File: src/rtl/hcvc_pkg.sv
// Shared types, widths and helpers for the hex cell vertex connectivity core.
// No dependencies; every other RTL file imports this package.
package hcvc_pkg;

    localparam int AXIS_MAX = 1024;

    localparam int CNT_W   = 11;   // cell count register width
    localparam int IDX_W   = 30;   // linear cell index width
    localparam int POS_W   = 10;   // cell position width
    localparam int VTX_W   = 31;   // vertex index width
    localparam int PLANE_W = 21;   // cells in one z plane, up to 2^20
    localparam int REM_W   = 21;   // partial remainder inside the divider chain
    localparam int ADDR_W  = 4;
    localparam int DATA_W  = 32;
    localparam int QBITS   = 10;   // quotient bits per division
    localparam int NUM_STEPS = 2 * QBITS;

    // Register indexes, taken from paddr[3:2].
    localparam logic [1:0] REG_CELLS_X = 2'd0;
    localparam logic [1:0] REG_CELLS_Y = 2'd1;
    localparam logic [1:0] REG_CELLS_Z = 2'd2;

    typedef struct packed {
        logic [CNT_W-1:0] cells_x;
        logic [CNT_W-1:0] cells_y;
        logic [CNT_W-1:0] cells_z;
    } t_cfg;

    // Division state handed from one divider step to the next.
    typedef struct packed {
        logic [REM_W-1:0] rem;
        logic [REM_W-1:0] dsr;
        logic [QBITS-1:0] low;    // dividend bits still to be shifted in
        logic [QBITS-1:0] quo;
    } t_div;

    // Control and side data that travel alongside the division.
    typedef struct packed {
        logic             valid;
        logic             err;
        logic [CNT_W-1:0] nx;
        logic [CNT_W-1:0] ny;
        logic [POS_W-1:0] k;
    } t_side;

    // A count of zero acts as one, and counts above AXIS_MAX saturate.
    function automatic logic [CNT_W-1:0] eff_count(input logic [CNT_W-1:0] r);
        logic [CNT_W-1:0] v;
        if (r == '0) begin
            v = CNT_W'(1);
        end else if (r > CNT_W'(AXIS_MAX)) begin
            v = CNT_W'(AXIS_MAX);
        end else begin
            v = r;
        end
        return v;
    endfunction

endpackage

File: src/rtl/hcvc_front.sv
// Input skid stage, plane and total cell count products, and range check.
// Depends on hcvc_pkg; feeds the first divider step.
module hcvc_front
    import hcvc_pkg::*;
(
    input  logic             i_clk,
    input  logic             i_rst_n,
    input  logic             i_en,
    input  t_cfg             i_cfg,
    input  logic             i_valid,
    output logic             o_stall,
    input  logic [IDX_W-1:0] i_cell_index,
    output t_div             o_div,
    output t_side            o_side
);

    logic             r_skid_full;
    logic [IDX_W-1:0] r_skid_idx;
    logic             w_accept;

    logic             r_s0_valid, r_s1_valid, r_s2_valid;
    logic [IDX_W-1:0] r_s0_idx, r_s1_idx, r_s2_idx;
    logic [CNT_W-1:0] r_s0_nx, r_s0_ny, r_s0_nz;
    logic [CNT_W-1:0] r_s1_nx, r_s1_ny, r_s1_nz;
    logic [CNT_W-1:0] r_s2_nx, r_s2_ny;
    logic [PLANE_W-1:0] r_s1_plane, r_s2_plane;
    logic [VTX_W-1:0] r_s2_total;
    logic [2*CNT_W-1:0] w_plane_full;
    logic [PLANE_W+CNT_W-1:0] w_total_full;

    t_div  r_div, n_div;
    t_side r_side, n_side;

    assign w_accept = i_valid && !r_skid_full;
    assign o_stall  = r_skid_full;

    assign w_plane_full = r_s0_nx * r_s0_ny;
    assign w_total_full = r_s1_plane * r_s1_nz;

    always_comb begin
        n_div.rem  = REM_W'(r_s2_idx[IDX_W-1:QBITS]);
        n_div.dsr  = r_s2_plane;
        n_div.low  = r_s2_idx[QBITS-1:0];
        n_div.quo  = '0;
        n_side.valid = r_s2_valid;
        n_side.err   = {1'b0, r_s2_idx} >= r_s2_total;
        n_side.nx    = r_s2_nx;
        n_side.ny    = r_s2_ny;
        n_side.k     = '0;
    end

    always_ff @(posedge i_clk) begin
        if (!i_rst_n) begin
            r_skid_full  <= 1'b0;
            r_s0_valid   <= 1'b0;
            r_s1_valid   <= 1'b0;
            r_s2_valid   <= 1'b0;
            r_side.valid <= 1'b0;
        end else if (i_en) begin
            r_skid_full <= 1'b0;
            r_s0_valid  <= r_skid_full || w_accept;
            r_s1_valid  <= r_s0_valid;
            r_s2_valid  <= r_s1_valid;
            r_side      <= n_side;
        end else if (w_accept) begin
            r_skid_full <= 1'b1;
        end
    end

    always_ff @(posedge i_clk) begin
        if (!i_en && w_accept) begin
            r_skid_idx <= i_cell_index;
        end
        if (i_en) begin
            r_s0_idx   <= r_skid_full ? r_skid_idx : i_cell_index;
            r_s0_nx    <= eff_count(i_cfg.cells_x);
            r_s0_ny    <= eff_count(i_cfg.cells_y);
            r_s0_nz    <= eff_count(i_cfg.cells_z);
            r_s1_idx   <= r_s0_idx;
            r_s1_nx    <= r_s0_nx;
            r_s1_ny    <= r_s0_ny;
            r_s1_nz    <= r_s0_nz;
            r_s1_plane <= w_plane_full[PLANE_W-1:0];
            r_s2_idx   <= r_s1_idx;
            r_s2_nx    <= r_s1_nx;
            r_s2_ny    <= r_s1_ny;
            r_s2_plane <= r_s1_plane;
            r_s2_total <= w_total_full[VTX_W-1:0];
            r_div      <= n_div;
        end
    end

    assign o_div  = r_div;
    assign o_side = r_side;

endmodule

File: config.mk
export PLATFORM = sky130hd
export DESIGN_NAME = hcvc_front
export DESIGN_NICKNAME = d
export VERILOG_FILES = /design/src/rtl/hcvc_pkg.sv /design/src/rtl/hcvc_front.sv
export SDC_FILE = /design/constraint.sdc
export NUM_CORES = 1
export LEC_CHECK = 0
export ABC_AREA = 1
export ABC_CLOCK_PERIOD_IN_PS = 7900
export BUFFER_PORTS_ARGS = -buffer_cell sky130_fd_sc_hd__buf_2
export CORE_MARGIN = 3
export CORE_UTILIZATION = 35
export DETAILED_ROUTE_END_ITERATION = 8
export PLACE_DENSITY = 0.49
export SYNTH_ARGS = -nofsm -noshare
export SYNTH_HDL_FRONTEND = slang
export SYNTH_SLANG_ARGS = --single-unit
File: constraint.sdc
create_clock -name i_clk -period 7.9 [get_ports i_clk]
set_input_delay 1.58 -clock i_clk [delete_from_list [all_inputs] [get_ports i_clk]]
set_output_delay 1.58 -clock i_clk [all_outputs]
set_load 0.005 [all_outputs]
==> results.md, run 1 <==
* Total gr overflow at 0
* Iteration-0 DRC Markers at 740
* Post-route clock skew at 0.0316 ns
* Top post-synthesis cells by area: sky130_fd_sc_hd__edfxtp_1, sky130_fd_sc_hd__fa_1, sky130_fd_sc_hd__nand2_1, sky130_fd_sc_hd__inv_1, sky130_fd_sc_hd__ha_1
* Relative slew slack at 0.364
* Transition time of the tightest slew-check pin at 0.953 ns
* Status: finished, final reports clean
* Number of cells produced by synthesis at 2426
* Half-perimeter wire length after detailed placement at 42600 um
* Average instance area after synthesis at 10.2 sq um
* Number of register bits inferred by synthesis at 360
* Sequential element share of the synthesized area at 0.435
* Vias per std cell at 4.50
* Final instance area at 27700 sq um
* Startpoint-to-endpoint class of the critical path: reg -> reg
* Remaining DRCs at 0
* Pin count of the biggest net entering global routing at 110
* Routability congestion estimate at 0.847
* Fraction of final layout cells sized beyond drive strength 1 at 0.108
* Path class of the lowest-slack min-delay path: reg -> reg
* Die area at 73900 sq um
* Number of buffer cells added on primary ports at 142
* Number of buffers inserted to repair setup after CTS at 0
* CP required at 8.18 ns
* Share of the cycle needed by the critical path after routing at 0.694
* Number of max-slew violations in the final report at 0
* I/O pin total at 164
* Layout Area Growth over Synthesis at 11.9%
* Inserted Clock Buffers at 42
* Number of clock sinks at 360
* Hold-fix buffers, CTS at 0
* Distinct cell type count after synthesis at 41
* Horizontal die dimension at 272 um
* Dominant register cell in the synthesized netlist: sky130_fd_sc_hd__edfxtp_1
* Count of synthesis-stage warnings from yosys at 0
* Clock period minus worst slack at 5.48 ns
* DRT antenna net count at 0
* Maximum buffer depth of the clock tree at 3
* NumNets Final at 3014
* Proportion of synthesized flip-flops having asynchronous set or reset at 0
* Count of instances resized after the clock tree is built at 0
* Data arrival time of the critical path at 5.76 ns
* Average wire per standard cell at 16.0 um
* Commonest non-fill, non-tap cell in the layout: sky130_fd_sc_hd__nand2_1
* Aggregate routed wire length at 56200 um
* Aggregate negative setup slack at 0 ns
* CP Capture Type: flop
* Via count of the first global-routing pass at 17200
* Cell Rows at 96
* Register clock-pin slew on the reported worst setup and hold paths at 0.07 ns
* Layout filler cell count at 6800
* Leading area contributor after synthesis: sky130_fd_sc_hd__edfxtp_1
* Placeable core region at 69300 sq um
* Initial core utilization at 0.357
* TritonCTS clock tree: done
* Critical Path Fanout Max at 21
* Die Y at 272 um
* Via total after detailed routing at 15800
* Final setup violation count at 0
* Hold Fails Final Rpt at 0
* Util after Layout at 0.399
* Type of element launching the critical path: flop
* GRT Total Usage at 0.156
* Netlist area before placement at 24700 sq um
* Initial antenna violation count at 3
* Maximum level of the CTS H-tree at 2
* First-pass GRT wire length at 91700 um
* Length of the first detailed-routing pass in iterations at 5
* Fmax at 182 MHz
* Number of flops mapped to enable cells by yosys at 355
* Clk Tree Root Cell: sky130_fd_sc_hd__clkbuf_16
* Max-capacitance violation count at 0
* Most used cells in the layout excluding fill and tap cells: sky130_fd_sc_hd__nand2_1, sky130_fd_sc_hd__inv_1, sky130_fd_sc_hd__edfxtp_1, sky130_fd_sc_hd__fa_1, sky130_fd_sc_hd__ha_1
* Clock latency on the worst-skew pair at 0.57 ns
* Placed standard-cell area at 26300 sq um
* Fraction of post-synthesis cell area in the top cell type by area at 0.431
* Setup repair after global routing missed its margin: no
==> logic make-up after synthesis <==
family                     Yosys count  synth area share
adders and majority gates          402             0.279
AOI/OAI and AO/OA                   78            0.0176
buffers and inverters              695             0.109
and+or+nand+nor                    834             0.137
other                                1          0.000152
DFF                                360             0.435
muxes                               30            0.0137
xor gates and xnor gates            26           0.00921
==> registers in the layout, summed over array words and instances (netlist names), 21 cells and up <==
signal and count:
o_div 51, r_s2_total 31, r_s0_idx 30, r_s1_idx 30
r_s2_idx 30, r_skid_idx 30, o_side 24, r_s1_plane 21
r_s2_plane 21
==> layout make-up <==
class,count,area [sq um],share of cell area
Clock inverter,26,267,0.00963
Sequential cell,360,10800,0.389
Inverter,602,2260,0.0817
Tap cell,931,1160,0.0421
Timing Repair Buffer,148,778,0.0281
Antenna cell,3,7.51,0.000271
Multi-Input combinational cell,1391,11400,0.411
Clock buffer,47,1070,0.0387
==> synthesized netlist by cell type (all sizes together), types with 5 or more instances <==
| library cell | n |
|---|---|
| nand2 | 648 |
| inv | 602 |
| edfxtp | 355 |
| fa | 248 |
| ha | 154 |
| nor2 | 90 |
| clkbuf | 69 |
| nand3 | 51 |
| a21oi | 49 |
| mux2 | 30 |
| buf | 24 |
| nand4 | 20 |
| xor2 | 17 |
| nor3 | 13 |
| o21ai | 12 |
| xnor2 | 9 |
| a21o | 5 |
| dfxtp | 5 |
| nand3b | 5 |
==> path summary, 6_finish.rpt <==
check | startpoint | end | slack, ns | cells past startpoint
max | r_s1_nz[2] | r_s2_total[16] | 2.42 | 18
min | r_s1_nx[0] | r_s2_nx[0] | 0.41 | 0
min reg2reg | r_s1_nx[0] | r_s2_nx[0] | 0.41 | 0
max reg2reg | r_s1_nz[2] | r_s2_total[16] | 2.42 | 18
==> worst max-delay path, cell delays in order (launching register included) <==
cell                       delay [ns]
sky130_fd_sc_hd__edfxtp_1        0.92
sky130_fd_sc_hd__nand2_1         0.20
sky130_fd_sc_hd__fa_1            0.54
sky130_fd_sc_hd__fa_1            0.57
sky130_fd_sc_hd__inv_1           0.08
sky130_fd_sc_hd__fa_1            0.49
sky130_fd_sc_hd__fa_1            0.49
sky130_fd_sc_hd__inv_1           0.05
sky130_fd_sc_hd__fa_1            0.47
sky130_fd_sc_hd__inv_1           0.04
sky130_fd_sc_hd__ha_1            0.36
sky130_fd_sc_hd__nand2_2         0.16
sky130_fd_sc_hd__inv_2           0.06
sky130_fd_sc_hd__a21oi_1         0.23
sky130_fd_sc_hd__nand3_2         0.19
sky130_fd_sc_hd__nand2_1         0.15
sky130_fd_sc_hd__nand2_1         0.06
sky130_fd_sc_hd__nand2_1         0.06
sky130_fd_sc_hd__nand2_1         0.09
==> routing by layer <==
layer	GRT usage	share of wire	vias to the layer above
li1	-	-	7612
met1	0.198	0.44	7776
met2	0.278	0.50	309
met3	0.0241	0.040	101
met4	0.0435	0.023	2
met5	0	0.00023	-
==> metrics by stage <==
step / hold slack (ns) / setup slack, ns / instances
after CTS: 0.405 / 2.42 / 3505
after floorplan: 0.400 / 3.25 / 2446
after global routing: 0.415 / 2.13 / 3506
final: 0.407 / 2.42 / 3508
after global placement: 0.401 / 2.49 / 3432
after detailed placement: 0.405 / 2.42 / 3432
Power of run 1 is left out: the tool's default activity adds up to more than one toggle a clock period on the data nets, which glitch-free logic cannot reach.
==> run 2, diff against run 1 <==
Settings changed: ABC_CLOCK_PERIOD_IN_PS 7900 to 5100.
Clock period 7.9 ns to 5.1 ns, I/O delays scaled along.
==> results.md, run 2 (synthesis results as in run 1) <==
* Final instance area at 28800 sq um
* I/O pin total at 164
* Initial core utilization at 0.357
* DRT antenna net count at 0
* Routability congestion estimate at 0.811
* ANT cells at 0
* Path class of the lowest-slack min-delay path: reg -> reg
* Layout Area Growth over Synthesis at 16.6%
* Cell Rows at 96
* Average wire per standard cell at 15.4 um
* CP Capture Type: flop
* Final setup violation count at 0
* Critical Path Fanout Max at 15
* Data arrival time of the critical path at 5.20 ns
* Placed standard-cell area at 27100 sq um
* Total gr overflow at 0
* Setup slack, reg-to-reg at 0.21 ns
* Initial antenna violation count at 0
* Setup repair after global routing missed its margin: yes
* Worst hold slack after final layout at 0.414 ns
* Iteration-0 DRC Markers at 704
* Transition time of the tightest slew-check pin at 0.935 ns
* Inserted Clock Buffers at 43
* Hold depth at 0
* Endpoint of the lowest-slack register-to-register path: r_s2_total[26]
* Layout filler cell count at 6763
* Hold-fix buffers, CTS at 0
* Number of buffer cells added on primary ports at 142
* Die Y at 272 um
* Number of cell instances on the worst register-to-register path at 16
* Util after Layout at 0.416
* Clock latency on the worst-skew pair at 0.57 ns
* Startpoint of the tightest hold check path: r_s1_ny[0]
* Fmax at 205 MHz
* TritonCTS clock tree: done
* Length of the first detailed-routing pass in iterations at 5
* Maximum level of the CTS H-tree at 2
* Placeable core region at 69300 sq um
* Horizontal die dimension at 272 um
* Hold Fails Final Rpt at 0
* Aggregate routed wire length at 56100 um
* Register clock-pin slew on the reported worst setup and hold paths at 0.06 ns
* First-pass GRT wire length at 91800 um
* Number of clock sinks at 360
* Met3 track demand over resource at 0.0203
* Number of max-slew violations in the final report at 0
* Relative slew slack at 0.377
* Max-capacitance violation count at 0
* Via total after detailed routing at 16100
* Vias per std cell at 4.43
* CP required at 5.41 ns
* Origin of the critical flop-to-flop path: r_s1_nz[2]
* Post-route clock skew at 0.0383 ns
* Remaining DRCs at 0
* Highest-utilization routing layer at the global route stage: met2
* Most used cells in the layout excluding fill and tap cells: sky130_fd_sc_hd__nand2_1, sky130_fd_sc_hd__inv_1, sky130_fd_sc_hd__edfxtp_1, sky130_fd_sc_hd__fa_1, sky130_fd_sc_hd__ha_1
* Destination of the worst hold path: r_s2_ny[0]
* GRT Total Usage at 0.155
* Clk Tree Root Cell: sky130_fd_sc_hd__clkbuf_16
* Die area at 73900 sq um
* Met1 demand-to-capacity share in global routing at 0.195
* Via count of the first global-routing pass at 17200
* Status: finished, final reports clean
* Max FFs per register at 51
* Half-perimeter wire length after detailed placement at 43700 um
* Commonest non-fill, non-tap cell in the layout: sky130_fd_sc_hd__nand2_1
* Global Route met2 Usage at 0.281
* NumNets Final at 3142
* Share of the cycle needed by the critical path after routing at 0.959
* Maximum buffer depth of the clock tree at 3
* Pin count of the biggest net entering global routing at 127
* Fraction of final layout cells sized beyond drive strength 1 at 0.154
* Type of element launching the critical path: flop
* Clock period minus worst slack at 4.89 ns
* Startpoint-to-endpoint class of the critical path: reg -> reg
run 2: worst max path at each step:
stage,startpoint,end,slack (ns),cells past startpoint
5_1_grt,r_s1_nz[5],r_s2_total[28],-0.005,21
3_5_place_dp,r_s1_plane[13],r_s2_total[28],-0.26,20
2_1_floorplan,r_s1_plane[20],r_s2_total[28],0.45,21
4_1_cts,r_s1_plane[6],r_s2_total[28],0.02,18
6_report,r_s1_nz[2],r_s2_total[26],0.21,16
3_3_place_gp,r_s1_plane[13],r_s2_total[28],-0.23,20
run 2: per-layer routing:
metal  up-vias  part of all wire
li1       7871                 -
met1      7873              0.44
met2       290              0.50
met3        84             0.037
met4         0             0.021
met5         -                 0
run 2: area by class of cell:
cell class | count | area, sq um | share of cell area
Timing Repair Buffer | 275 | 1850 | 0.0641
Clock buffer | 47 | 1110 | 0.0386
Multi-Input combinational cell | 1391 | 11400 | 0.396
Clock inverter | 31 | 282 | 0.00976
Tap cell | 931 | 1160 | 0.0404
Inverter | 602 | 2260 | 0.0783
Sequential cell | 360 | 10800 | 0.373
run 2: worst max-delay path: stages, from the launching register on:
cell and delay (ns):
sky130_fd_sc_hd__edfxtp_1 0.47, sky130_fd_sc_hd__buf_12 0.19, sky130_fd_sc_hd__nand2_1 0.09, sky130_fd_sc_hd__fa_1 0.59, sky130_fd_sc_hd__fa_1 0.47, sky130_fd_sc_hd__fa_1 0.56
sky130_fd_sc_hd__inv_1 0.06, sky130_fd_sc_hd__fa_1 0.49, sky130_fd_sc_hd__fa_1 0.42, sky130_fd_sc_hd__ha_1 0.40, sky130_fd_sc_hd__nand2_2 0.13, sky130_fd_sc_hd__nor2_1 0.18
sky130_fd_sc_hd__nand2_1 0.07, sky130_fd_sc_hd__nand2_1 0.19, sky130_fd_sc_hd__nand3_1 0.15, sky130_fd_sc_hd__nand4_1 0.10, sky130_fd_sc_hd__nand2_1 0.09
run 2: timing repair:
| item | in CTS | in global routing |
|---|---|---|
| resized for setup | 1 | 11 |
| setup buffers | 3 | 38 |
| endpoints found under the setup margin | 1 | 22 |
| pin swaps | 0 | 3 |
| hold endpoints to repair | 0 | 0 |
run 2: through the flow:
step / setup slack [ns] / setup TNS, ns / cells
after floorplan: 0.452 / 0 / 2446
after global placement: -0.226 / -0.226 / 3518
after detailed placement: -0.257 / -0.257 / 3518
after CTS: 0.0234 / 0 / 3599
after global routing: -0.00492 / -0.00492 / 3637
final: 0.211 / 0 / 3637
Power of run 2 is left out for the same reason.
==> run 3, diff against run 2 <==
--- a/config.mk
+++ b/config.mk
@@ -13,4 +13,5 @@
 export DETAILED_ROUTE_END_ITERATION = 8
 export PLACE_DENSITY = 0.49
+export SLEW_MARGIN = 10
 export SYNTH_ARGS = -nofsm -noshare
 export SYNTH_HDL_FRONTEND = slang
==> constraint.sdc (replaced) <==
create_clock -name i_clk -period 5.1 [get_ports i_clk]
set_input_delay 0.765 -clock i_clk [delete_from_list [all_inputs] [get_ports i_clk]]
set_output_delay 0.765 -clock i_clk [all_outputs]
set_load 0.005 [all_outputs]
==> results.md, run 3 (synthesis results as in run 1) <==
* Status: finished, final reports clean
* Data arrival time of the critical path at 5.26 ns
* Final instance area at 28800 sq um
* ANT cells at 0
* Commonest non-fill, non-tap cell in the layout: sky130_fd_sc_hd__nand2_1
* Global Route met2 Usage at 0.282
* Routability congestion estimate at 0.851
* Via count of the first global-routing pass at 17500
* Max-capacitance violation count at 0
* Fin worst setup slack at 0.139 ns
* Met3 track demand over resource at 0.0251
* Hold-fix buffers, CTS at 0
* Layout Area Growth over Synthesis at 16.6%
* Via total after detailed routing at 16100
* Placed standard-cell area at 27000 sq um
* NumNets Final at 3146
* Maximum level of the CTS H-tree at 2
* Hold Fails Final Rpt at 0
* CP required at 5.39 ns
* Initial core utilization at 0.357
* Share of the cycle needed by the critical path after routing at 0.973
* Length of the first detailed-routing pass in iterations at 6
* Average wire per standard cell at 15.7 um
* Die area at 73900 sq um
* CP Capture Type: flop
* Critical Path Fanout Max at 7
* Path class of the lowest-slack min-delay path: in -> reg
* Relative slew slack at 0.365
* Pre-CTS setup slack at -0.200 ns
* First-pass GRT wire length at 92300 um
* Transition time of the tightest slew-check pin at 0.952 ns
* Highest-utilization routing layer at the global route stage: met2
* I/O pin total at 164
* Remaining DRCs at 0
* Type of element launching the critical path: flop
* Post-route clock skew at 0.0434 ns
* Cell Count, Final, Fillers Out at 3638
* DRT antenna net count at 0
* Fmax at 202 MHz
* Fraction of final layout cells sized beyond drive strength 1 at 0.158
* GRT Total Usage at 0.156
* Maximum buffer depth of the clock tree at 3
* Aggregate negative setup slack at 0 ns
* Clock latency on the worst-skew pair at 0.58 ns
* Most used cells in the layout excluding fill and tap cells: sky130_fd_sc_hd__nand2_1, sky130_fd_sc_hd__inv_1, sky130_fd_sc_hd__edfxtp_1, sky130_fd_sc_hd__fa_1, sky130_fd_sc_hd__ha_1
* Layout filler cell count at 6774
* Inserted Clock Buffers at 42
* Number of buffer cells added on primary ports at 142
* Placeable core region at 69300 sq um
* TritonCTS clock tree: done
* Number of clock sinks at 360
* Half-perimeter wire length after detailed placement at 44400 um
* Horizontal die dimension at 272 um
* Iteration-0 DRC Markers at 810
* Register area at 10800 sq um
* Clk Tree Root Cell: sky130_fd_sc_hd__clkbuf_16
* Clock period minus worst slack at 4.96 ns
* Number of max-slew violations in the final report at 0
* Placed instance count at 3514
* Initial antenna violation count at 0
* Met1 demand-to-capacity share in global routing at 0.191
* Register clock-pin slew on the reported worst setup and hold paths at 0.06 ns
* Pin count of the biggest net entering global routing at 108
* Final setup violation count at 0
* Cell Rows at 96
* Aggregate routed wire length at 57000 um
* Startpoint-to-endpoint class of the critical path: reg -> reg
* Multi-input combinational cell area at 11500 sq um
* Die Y at 272 um
* Total gr overflow at 0
* Vias per std cell at 4.43
* Max FFs per register at 51
run 3: cell types whose count changed in the layout (fill, tap and decap cells not counted), moves of 2 or more:
| cell | delta |
|---|---|
| sky130_fd_sc_hd__buf_6 | +2 |
| sky130_fd_sc_hd__bufinv_16 | -4 |
| sky130_fd_sc_hd__clkbuf_1 | +4 |
| sky130_fd_sc_hd__ha_1 | -7 |
| sky130_fd_sc_hd__ha_2 | +2 |
| sky130_fd_sc_hd__ha_4 | +5 |
| sky130_fd_sc_hd__inv_6 | -2 |
| sky130_fd_sc_hd__nand2_1 | -3 |
| sky130_fd_sc_hd__nand2_2 | +2 |
| sky130_fd_sc_hd__nor2_1 | -3 |
| sky130_fd_sc_hd__nor2_2 | +3 |
run 3: metal layers:
layer / part of all wire / up-vias
met5: 0 / -
met4: 0.030 / 0
met3: 0.036 / 102
met2: 0.50 / 255
met1: 0.43 / 7900
li1: - / 7869
run 3: final timing paths:
kind | startpoint | to | slack [ns] | cells after the start
max reg2reg | r_s1_nz[5] | r_s2_total[13] | 0.14 | 20
min reg2reg | r_s1_idx[11] | r_s2_idx[11] | 0.41 | 0
max | r_s1_nz[5] | r_s2_total[13] | 0.14 | 20
min | i_cell_index[24] | r_skid_idx[24] | 0.39 | 1
run 3: critical path, stage by stage, from the launching register on:
cell and delay, ns:
sky130_fd_sc_hd__edfxtp_1 0.47, sky130_fd_sc_hd__buf_12 0.19, sky130_fd_sc_hd__nand2_1 0.05, sky130_fd_sc_hd__inv_1 0.06
sky130_fd_sc_hd__fa_1 0.53, sky130_fd_sc_hd__inv_1 0.05, sky130_fd_sc_hd__fa_1 0.53, sky130_fd_sc_hd__inv_1 0.05
sky130_fd_sc_hd__fa_1 0.45, sky130_fd_sc_hd__fa_1 0.49, sky130_fd_sc_hd__inv_1 0.05, sky130_fd_sc_hd__fa_1 0.47
sky130_fd_sc_hd__inv_1 0.06, sky130_fd_sc_hd__ha_4 0.24, sky130_fd_sc_hd__nand2_1 0.10, sky130_fd_sc_hd__nand2_2 0.07
sky130_fd_sc_hd__nand2_1 0.08, sky130_fd_sc_hd__nand2_2 0.07, sky130_fd_sc_hd__nand3b_1 0.31, sky130_fd_sc_hd__buf_4 0.23
sky130_fd_sc_hd__xor2_1 0.16
run 3: area by class of cell:
cell class | instances | area share
well taps | 931 | 0.0404
inverters | 602 | 0.0784
multi-input cells | 1391 | 0.399
clock buffers | 49 | 0.0374
repair buffers | 280 | 0.0663
flip-flops and latches | 360 | 0.373
clock inverters | 25 | 0.00534
run 3: metrics by stage:
stage,util,hold slack (ns)
floorplan,-,0.400
global placement,0.390,0.400
detailed placement,0.390,0.405
CTS,0.409,0.343
global route,0.416,0.354
finish,0.416,0.392
run 3: timing repair:
| item | in CTS | in global routing |
|---|---|---|
| setup endpoints to repair | 3 | 16 |
| setup buffers | 15 | 34 |
| gates resized for setup | 0 | 32 |
| cloned | 0 | 1 |
| pin swaps | 0 | 4 |
Power of run 3 is left out for the same reason.
